`src/hdl/stp_pkg.sv`:
```
// Shared types, register indexes and color constants for the shape test-pattern pixel block.
`default_nettype none

package stp_pkg;

   // configuration register indexes
   localparam logic [1:0] CSR_SHAPE_SELECT = 2'd0;
   localparam logic [1:0] CSR_COLOR_Y      = 2'd1;
   localparam logic [1:0] CSR_COLOR_U      = 2'd2;
   localparam logic [1:0] CSR_COLOR_V      = 2'd3;

   // shape codes
   localparam logic [1:0] SHAPE_SQUARE   = 2'd0;
   localparam logic [1:0] SHAPE_CIRCLE   = 2'd1;
   localparam logic [1:0] SHAPE_TRIANGLE = 2'd2;

   localparam logic [7:0] COLOR_RESET = 8'd128;

   // BT.601 integer coefficients
   localparam logic signed [9:0]  LUMA_OFFSET   = 10'sd16;
   localparam logic signed [9:0]  CHROMA_OFFSET = 10'sd128;
   localparam logic signed [18:0] K_Y           = 19'sd298;
   localparam logic signed [18:0] K_RV          = 19'sd409;
   localparam logic signed [18:0] K_GU          = 19'sd100;
   localparam logic signed [18:0] K_GV          = 19'sd208;
   localparam logic signed [18:0] K_BU          = 19'sd516;
   localparam logic signed [18:0] K_ROUND       = 19'sd128;
   localparam logic [7:0]         ALPHA_OPAQUE  = 8'hff;

   typedef struct packed {
      logic [1:0] shape_select;
      logic [7:0] color_y;
      logic [7:0] color_u;
      logic [7:0] color_v;
   } cfg_type;

   // floor(sum/256) clipped to 0..255
   function automatic logic [7:0] clip_channel(input logic signed [18:0] sum);
      logic [7:0] q;
      if (sum[18]) begin
         q = 8'd0;
      end else if (sum[17] || sum[16]) begin
         q = 8'd255;
      end else begin
         q = sum[15:8];
      end
      return q;
   endfunction

endpackage

`default_nettype wire

```
`src/hdl/stp_csr_regs.sv`:
```
// Configuration register file: shape select and fill color YUV.
`default_nettype none

module stp_csr_regs
   import stp_pkg::*;
(
   input  wire logic       clock,
   input  wire logic       reset,
   input  wire logic       wr_en,
   input  wire logic [1:0] wr_index,
   input  wire logic [7:0] wr_data,
   output cfg_type         cfg
);

   cfg_type cfg_ff;
   cfg_type cfg_in;

   always_comb begin
      cfg_in = cfg_ff;
      if (wr_en) begin
         case (wr_index)
            CSR_SHAPE_SELECT: cfg_in.shape_select = wr_data[1:0];
            CSR_COLOR_Y:      cfg_in.color_y      = wr_data;
            CSR_COLOR_U:      cfg_in.color_u      = wr_data;
            CSR_COLOR_V:      cfg_in.color_v      = wr_data;
            default:          cfg_in              = cfg_ff;
         endcase
      end
   end

   always_ff @(posedge clock) begin
      if (reset) begin
         cfg_ff.shape_select <= SHAPE_SQUARE;
         cfg_ff.color_y      <= COLOR_RESET;
         cfg_ff.color_u      <= COLOR_RESET;
         cfg_ff.color_v      <= COLOR_RESET;
      end else begin
         cfg_ff <= cfg_in;
      end
   end

   assign cfg = cfg_ff;

endmodule

`default_nettype wire

```
`src/hdl/shape_test_pattern_pixel.sv`:
```
// Top level: four-stage pipeline that tests a pixel against a shape and fills it with a color.
//
//  channel | direction | handshake            | word
//  req     | in        | req_valid/req_stall  | column, row
//  rsp     | out       | rsp_valid/rsp_stall  | argb_pixel, inside_shape
//  csr     | in        | csr_valid/csr_ready  | index, write data
//
// One pixel per clock unless rsp_stall holds it; four register stages, so an accepted word
// moves through the input, stage 2, stage 3 and output registers before it shows on rsp.
// Stages: input register, offsets and color products, squares and color sums,
// compare and clip into the output register.
// Reset (synchronous) empties the pipeline and loads register defaults.
// A stalled stage holds; bubbles ahead of a stall are filled, so input keeps flowing.
`default_nettype none

module shape_test_pattern_pixel
   import stp_pkg::*;
#(
   parameter int FRAME_WIDTH  = 320,
   parameter int FRAME_HEIGHT = 256
)(
   input  wire logic        clock,
   input  wire logic        reset,
   input  wire logic        req_valid,
   output      logic        req_stall,
   input  wire logic [8:0]  req_column,
   input  wire logic [7:0]  req_row,
   output      logic        rsp_valid,
   input  wire logic        rsp_stall,
   output      logic [31:0] rsp_argb_pixel,
   output      logic        rsp_inside_shape,
   input  wire logic        csr_valid,
   output      logic        csr_ready,
   input  wire logic [1:0]  csr_index,
   input  wire logic [7:0]  csr_wdata
);

   localparam int AW     = $clog2(FRAME_WIDTH + FRAME_HEIGHT + 1024);
   localparam int SW     = 2 * AW;
   localparam int DIM_I  = (FRAME_WIDTH < FRAME_HEIGHT) ? FRAME_WIDTH : FRAME_HEIGHT;
   localparam int RAD_I  = DIM_I / 2;
   localparam int MID_I  = FRAME_WIDTH / 2;
   localparam int SQS_I  = (FRAME_WIDTH - DIM_I) / 2;

   localparam logic [AW-1:0] FW       = AW'(FRAME_WIDTH);
   localparam logic [AW-1:0] FH       = AW'(FRAME_HEIGHT);
   localparam logic [AW-1:0] DIM      = AW'(DIM_I);
   localparam logic [AW-1:0] RAD      = AW'(RAD_I);
   localparam logic [AW-1:0] RAD2     = AW'(2 * RAD_I);
   localparam logic [AW-1:0] MID      = AW'(MID_I);
   localparam logic [AW-1:0] SQ_START = AW'(SQS_I);
   localparam logic [AW-1:0] SQ_END   = AW'(SQS_I + DIM_I);
   localparam logic [SW:0]   RAD_SQ   = (SW + 1)'(RAD_I * RAD_I);

   cfg_type cfg;

   assign csr_ready = 1'b1;

   stp_csr_regs u_csr (
      .clock    (clock),
      .reset    (reset),
      .wr_en    (csr_valid && csr_ready),
      .wr_index (csr_index),
      .wr_data  (csr_wdata),
      .cfg      (cfg)
   );

   // ---------------- handshake / stage enables ----------------
   logic v1_ff, v2_ff, v3_ff, v4_ff;
   logic rdy1, rdy2, rdy3, rdy4;

   assign rdy4      = !v4_ff || !rsp_stall;
   assign rdy3      = !v3_ff || rdy4;
   assign rdy2      = !v2_ff || rdy3;
   assign rdy1      = !v1_ff || rdy2;
   assign req_stall = !rdy1;

   always_ff @(posedge clock) begin
      if (reset) begin
         v1_ff <= 1'b0;
         v2_ff <= 1'b0;
         v3_ff <= 1'b0;
         v4_ff <= 1'b0;
      end else begin
         if (rdy1) v1_ff <= req_valid;
         if (rdy2) v2_ff <= v1_ff;
         if (rdy3) v3_ff <= v2_ff;
         if (rdy4) v4_ff <= v3_ff;
      end
   end

   // ---------------- stage 1: input word ----------------
   logic [8:0] col1_ff;
   logic [7:0] row1_ff;

   always_ff @(posedge clock) begin
      if (rdy1) begin
         col1_ff <= req_column;
         row1_ff <= req_row;
      end
   end

   logic [AW-1:0] col_x, row_x, grow, e_mag_in, n_mag_in;
   logic          in_frame, sq_hit_in, tri_hit_in, cir_row_in;
   logic signed [9:0]  cy, du, ev;
   logic signed [18:0] p_y_in, p_rv_in, p_gu_in, p_gv_in, p_bu_in;

   always_comb begin
      col_x    = AW'(col1_ff);
      row_x    = AW'(row1_ff);
      grow     = (row_x + 1'b1) >> 1;
      in_frame = (col_x < FW) && (row_x < FH);
      sq_hit_in  = in_frame && (row_x < DIM) && (col_x >= SQ_START) && (col_x < SQ_END);
      tri_hit_in = in_frame && (row_x < DIM) && ((col_x + grow) >= MID)
                   && (col_x <= (MID + grow));
      cir_row_in = in_frame && (row_x < RAD2);
      // distance from the center counted in whole pixels on each side
      e_mag_in = (col_x < MID) ? (MID - col_x) : (col_x - MID + 1'b1);
      n_mag_in = (row_x < RAD) ? (RAD - row_x) : (row_x - RAD);

      cy = signed'({2'b00, cfg.color_y}) - LUMA_OFFSET;
      du = signed'({2'b00, cfg.color_u}) - CHROMA_OFFSET;
      ev = signed'({2'b00, cfg.color_v}) - CHROMA_OFFSET;
      p_y_in  = 19'(cy) * K_Y;
      p_rv_in = 19'(ev) * K_RV;
      p_gu_in = 19'(du) * K_GU;
      p_gv_in = 19'(ev) * K_GV;
      p_bu_in = 19'(du) * K_BU;
   end

   // ---------------- stage 2: offsets and products ----------------
   logic [AW-1:0]      e2_ff, n2_ff;
   logic               sq2_ff, tri2_ff, cir2_ff;
   logic signed [18:0] p_y2_ff, p_rv2_ff, p_gu2_ff, p_gv2_ff, p_bu2_ff;

   always_ff @(posedge clock) begin
      if (rdy2) begin
         e2_ff    <= e_mag_in;
         n2_ff    <= n_mag_in;
         sq2_ff   <= sq_hit_in;
         tri2_ff  <= tri_hit_in;
         cir2_ff  <= cir_row_in;
         p_y2_ff  <= p_y_in;
         p_rv2_ff <= p_rv_in;
         p_gu2_ff <= p_gu_in;
         p_gv2_ff <= p_gv_in;
         p_bu2_ff <= p_bu_in;
      end
   end

   logic [SW-1:0]      esq_in, nsq_in;
   logic signed [18:0] sum_r_in, sum_g_in, sum_b_in;

   always_comb begin
      esq_in   = SW'(e2_ff) * SW'(e2_ff);
      nsq_in   = SW'(n2_ff) * SW'(n2_ff);
      sum_r_in = p_y2_ff + p_rv2_ff + K_ROUND;
      sum_g_in = p_y2_ff - p_gu2_ff - p_gv2_ff + K_ROUND;
      sum_b_in = p_y2_ff + p_bu2_ff + K_ROUND;
   end

   // ---------------- stage 3: squares and sums ----------------
   logic [SW-1:0]      esq3_ff, nsq3_ff;
   logic               sq3_ff, tri3_ff, cir3_ff;
   logic signed [18:0] sum_r3_ff, sum_g3_ff, sum_b3_ff;

   always_ff @(posedge clock) begin
      if (rdy3) begin
         esq3_ff   <= esq_in;
         nsq3_ff   <= nsq_in;
         sq3_ff    <= sq2_ff;
         tri3_ff   <= tri2_ff;
         cir3_ff   <= cir2_ff;
         sum_r3_ff <= sum_r_in;
         sum_g3_ff <= sum_g_in;
         sum_b3_ff <= sum_b_in;
      end
   end

   logic        cir_hit, hit_in;
   logic [31:0] pixel_in;

   always_comb begin
      cir_hit = cir3_ff && (({1'b0, esq3_ff} + {1'b0, nsq3_ff}) <= RAD_SQ);
      case (cfg.shape_select)
         SHAPE_SQUARE:   hit_in = sq3_ff;
         SHAPE_CIRCLE:   hit_in = cir_hit;
         SHAPE_TRIANGLE: hit_in = tri3_ff;
         default:        hit_in = 1'b0;
      endcase
      pixel_in = hit_in ? {ALPHA_OPAQUE, clip_channel(sum_r3_ff),
                           clip_channel(sum_g3_ff), clip_channel(sum_b3_ff)}
                        : 32'd0;
   end

   // ---------------- stage 4: output register ----------------
   logic [31:0] pixel4_ff;
   logic        hit4_ff;

   always_ff @(posedge clock) begin
      if (rdy4) begin
         pixel4_ff <= pixel_in;
         hit4_ff   <= hit_in;
      end
   end

   assign rsp_valid        = v4_ff;
   assign rsp_argb_pixel   = pixel4_ff;
   assign rsp_inside_shape = hit4_ff;

endmodule

`default_nettype wire

```
`config.mk`:
```
export PLATFORM = sky130hd
export DESIGN_NAME = shape_test_pattern_pixel
export DESIGN_NICKNAME = d
export VERILOG_FILES = /design/src/hdl/stp_pkg.sv /design/src/hdl/stp_csr_regs.sv /design/src/hdl/shape_test_pattern_pixel.sv
export SDC_FILE = /design/constraint.sdc
export NUM_CORES = 1
export LEC_CHECK = 0
export ABC_CLOCK_PERIOD_IN_PS = 14050
export BUFFER_PORTS_ARGS = -buffer_cell sky130_fd_sc_hd__buf_2
export CAP_MARGIN = 25
export CELL_PAD_IN_SITES_DETAIL_PLACEMENT = 0
export CELL_PAD_IN_SITES_GLOBAL_PLACEMENT = 1
export CORE_MARGIN = 2
export CORE_UTILIZATION = 56
export CTS_CLUSTER_DIAMETER = 100
export CTS_CLUSTER_SIZE = 28
export DETAILED_ROUTE_END_ITERATION = 10
export HOLD_SLACK_MARGIN = 0.02
export PLACE_DENSITY = 0.95
export SYNTH_ARGS = -nofsm -noshare
export SYNTH_HDL_FRONTEND = slang
export SYNTH_HIERARCHICAL = 1
export SYNTH_SLANG_ARGS = --single-unit
export TNS_END_PERCENT = 20
```
`constraint.sdc`:
```
create_clock -name clock -period 14.05 [get_ports clock]
set_input_delay 0 -clock clock [delete_from_list [all_inputs] [get_ports clock]]
set_output_delay 0 -clock clock [all_outputs]
set_load 0.01 [all_outputs]
```
==> run metrics <==
total CTS buffers=15; Worst Path Required=between 10 and 15 ns; largest net degree at the start of global routing=80; Critical Path Max Stage Delay=0.75 ns; post_cts resized=0; Switching Share=between 40% and 50%; Pwr Density=between 150 and 200 mW/mm2; number of failing hold endpoints at the final stage=0; Sinks on Clock Net=251; most frequent standard cell in the layout excluding fill and tap cells=sky130_fd_sc_hd__inv_1; overall via count from detail_route=15.9k; Internal Dissipation=about 2.6 mW; share of total power in sequential cells=a little over a quarter; First DRT Iteration DRCs=1,050; Clock Pin Slew Worst Setup and Hold Paths=0.10 ns; kind of path behind the tightest hold check=in2reg; startpoint type of the worst setup path=flop; average wire per standard cell=between 15 and 20 um; HPWL after detailed placement=around 38,000 um; Max Fclk=0.172 GHz; die height=210 um; root cell of the clock tree=sky130_fd_sc_hd__clkbuf_16; worst slew pin tran=about 1.0 ns; post-route setup TNS=0 ns; simple-gate share of the synthesized area=between 10 and 15%; setup repair after global routing missed its margin=no; final worst setup slack=8.23 ns; clock insertion delay at the later pin of the skew report=0.53 ns; count of mapped cells out of synthesis=roughly 2.3k; Final Cycle Share=41.4%; area of the placeable core=around 0.042 mm2; largest family of logic cells by synthesized area=adder cells; post-layout min period=roughly 5.8 ns; Final Setup Violations=0; Clock Tree Buf Depth=3; wire length of the first global-routing pass=~80,000 um; portion of total power attributed to combinational logic=61.6%; initial core utilization=between 50% and 60%; most frequent cells in the layout=413 x sky130_fd_sc_hd__inv_1, 404 x sky130_fd_sc_hd__ha_1, 221 x sky130_fd_sc_hd__edfxtp_1, 179 x sky130_fd_sc_hd__fa_1, 119 x sky130_fd_sc_hd__nor2_1; Antenna Diode Count=0; Die Area=0.0443 mm2; number of nets in the finished design=slightly below 3k; share of cells above drive strength 1=6.25%; Post-CTS Hold Fix Bufs=36; Congestion Overflow GR=0; number of enable-type register cells in the synthesized netlist=around 220; number of detailed-routing iterations run before antenna repair=5; crit-path cells=nand2_1 > inv_1 > fa_1 > fa_1 > fa_1 > fa_1 > inv_1 > fa_1 > inv_1 > ha_1 > and3_1 > a21oi_1 > a31oi_1 > a211oi_1 > o211a_1 > nor2_1 > xnor2_1; worst setup path category=reg2reg; Vias per Instance=~5.5; number of levels in the clock H-tree=1; synthesis-to-finish area growth=7.14%; Overall Global Routing Usage=between 20% and 30%; VDD IR-drop max=around 0.00013 V; mux cell area share after synthesis=under 10%; Sw Pwr=slightly below 2 mW; Detail Route Antenna Nets=0; Max-Slew Margin vs Limit=a little under a third; Buffers on Ports=66; post-synth cell types=74; Final Max Slew Viols=0; CP arrival=~6 ns; count of max-cap constraint violations=0; register bit count reported by yosys=251; Die Wd=210 um; proportion of synthesized chip area in sequential cells=between 30% and 40%; maximum fanout encountered on the critical timing path=20; compound-cell area share of the yosys netlist=8.26%; Synth Area in Adders=between 30% and 40%; aggregate routed wire length=between 40,000 and 50,000 um; number of filler cells placed in the layout=3,354; clock tree from TritonCTS=done; share of the synthesized netlist area taken by xor and xnor gates=just under 6%; sort of element at the end of the critical path=flop; Setup WS pre-CTS=8.28 ns; part of the total power dissipated in the clock network=11.0%; Syn Std Cell Area=about 0.024 mm2; combined buffer and inverter count along the critical path=3; top flip-flop cell by instance count after synthesis=sky130_fd_sc_hd__edfxtp_1; number of warnings reported in the yosys synthesis log=6; mean post-synth cell area=10.5 um2; initial antenna violation count=0; outcome=completed; Crit path max-delay family=adder cells; Worst Hold Slack=between 0.15 and 0.2 ns; leakage power=approximately 13 nW; Post-synth ARST share=0%; via count of the first global-routing pass=roughly 16k; DRC Markers=0; final weighted congestion in routability-driven placement=approximately 0.86; clock skew=about 0.042 ns; Top Ports=68; Setup Fix Bufs, Post-CTS=0; total number of placement rows=75; crit-path most repeated cell=sky130_fd_sc_hd__fa_1; Crit-path slowest cell=sky130_fd_sc_hd__edfxtp_1
path summary, 6_finish.rpt:
kind | startpoint | endpoint | slack [ns] | cells after the start
setup / recovery | n2_ff[9] | nsq3_ff[21] | 8.23 | 17
hold / removal | req_column[5] | col1_ff[5] | 0.18 | 2
setup reg to reg | n2_ff[9] | nsq3_ff[21] | 8.23 | 17
hold reg to reg | sq2_ff | sq3_ff | 0.43 | 0
Yosys cell counts, types with 7 or more instances:
| master | n | area (um2) |
|---|---|---|
| sky130_fd_sc_hd__nor2b_1 | 19 | 119 |
| sky130_fd_sc_hd__inv_1 | 414 | 1550 |
| sky130_fd_sc_hd__o21ai_0 | 36 | 180 |
| sky130_fd_sc_hd__buf_1 | 7 | 26.3 |
| sky130_fd_sc_hd__mux2i_1 | 32 | 320 |
| sky130_fd_sc_hd__a21o_1 | 28 | 210 |
| sky130_fd_sc_hd__o21bai_1 | 26 | 195 |
| sky130_fd_sc_hd__a21oi_1 | 107 | 536 |
| sky130_fd_sc_hd__nor3_1 | 35 | 175 |
| sky130_fd_sc_hd__or2_2 | 13 | 81.3 |
| sky130_fd_sc_hd__nor2_1 | 119 | 447 |
| sky130_fd_sc_hd__nand3_1 | 29 | 145 |
| sky130_fd_sc_hd__xnor2_1 | 110 | 963 |
| sky130_fd_sc_hd__clkbuf_1 | 32 | 120 |
| sky130_fd_sc_hd__ha_1 | 404 | 5050 |
| sky130_fd_sc_hd__buf_4 | 9 | 67.6 |
| sky130_fd_sc_hd__o21a_1 | 16 | 120 |
| sky130_fd_sc_hd__edfxtp_1 | 221 | 6640 |
| sky130_fd_sc_hd__xor2_1 | 50 | 438 |
| sky130_fd_sc_hd__dfxtp_1 | 30 | 601 |
| sky130_fd_sc_hd__and2_1 | 51 | 319 |
| sky130_fd_sc_hd__nand2_1 | 99 | 372 |
| sky130_fd_sc_hd__a31oi_1 | 16 | 100 |
| sky130_fd_sc_hd__nor3_2 | 18 | 180 |
| sky130_fd_sc_hd__o31ai_1 | 7 | 52.6 |
| sky130_fd_sc_hd__nand2b_1 | 39 | 244 |
| sky130_fd_sc_hd__nand4_1 | 9 | 56.3 |
| sky130_fd_sc_hd__a211oi_1 | 12 | 90.1 |
| sky130_fd_sc_hd__and3_1 | 11 | 68.8 |
| sky130_fd_sc_hd__fa_1 | 179 | 3580 |
power groups by stage:
stage               Clock (mW)  Combinational [mW]  Sequential [mW]
floorplan                    0                2.21             1.20
global placement             0                2.70             1.26
detailed placement           0                2.77             1.26
CTS                      0.516                2.80             1.25
global route             0.536                3.19             1.27
finish                   0.501                2.81             1.25
cell type report:
| cell class | instances | area, um2 | share of cell area [%] |
|---|---|---|---|
| clock buffer | 17 | 404 | 1.58 |
| clock inverter | 9 | 109 | 0.426 |
| inverter | 415 | 1560 | 6.09 |
| multi-input combinational | 1553 | 14800 | 58.0 |
| sequential | 251 | 7240 | 28.3 |
| tap | 539 | 674 | 2.64 |
| timing repair buffer | 108 | 756 | 2.95 |
stage by stage:
step                instance area [um2]  std cells  power, mW  util, %
floorplan                         23900       2272       3.41        -
global placement                  24700       2829       3.96     58.7
detailed placement                24700       2829       4.04     58.7
CTS                               25600       2891       4.57     60.8
global route                      25600       2892       4.99     60.8
finish                            25600       2892       4.56     60.8
logic make-up (layout without fill, tap and decap cells):
group | Yosys count | count (layout)
buffers and inverters | 468 | 549
DFF | 251 | 251
AOI/OAI and AO/OA | 301 | 301
and+or+nand+nor | 469 | 469
muxes | 36 | 36
other | 2 | 4
xor gates and xnor gates | 160 | 160
adders and majority gates | 583 | 583
routing by layer:
layer | wire, um | global-route usage, % | up-vias | share of wire, %
met5 | 0 | 0 | - | 0
met4 | 1060 | 5.59 | 0 | 2.2
met3 | 2410 | 2.46 | 59 | 5.0
met2 | 21900 | 36.7 | 339 | 46
met1 | 22500 | 32.1 | 7742 | 47
li1 | - | - | 7744 | -
state kept, by name (all words and copies together) (netlist names), 12 cells and up:
register        cells
u_csr/cfg          26
p_y2_ff            18
nsq3_ff            21
p_gu2_ff           12
p_gv2_ff           12
esq3_ff            21
p_rv2_ff           19
rsp_argb_pixel     25
p_bu2_ff           17
No activity file was read; power rests on OpenSTA's default activity.
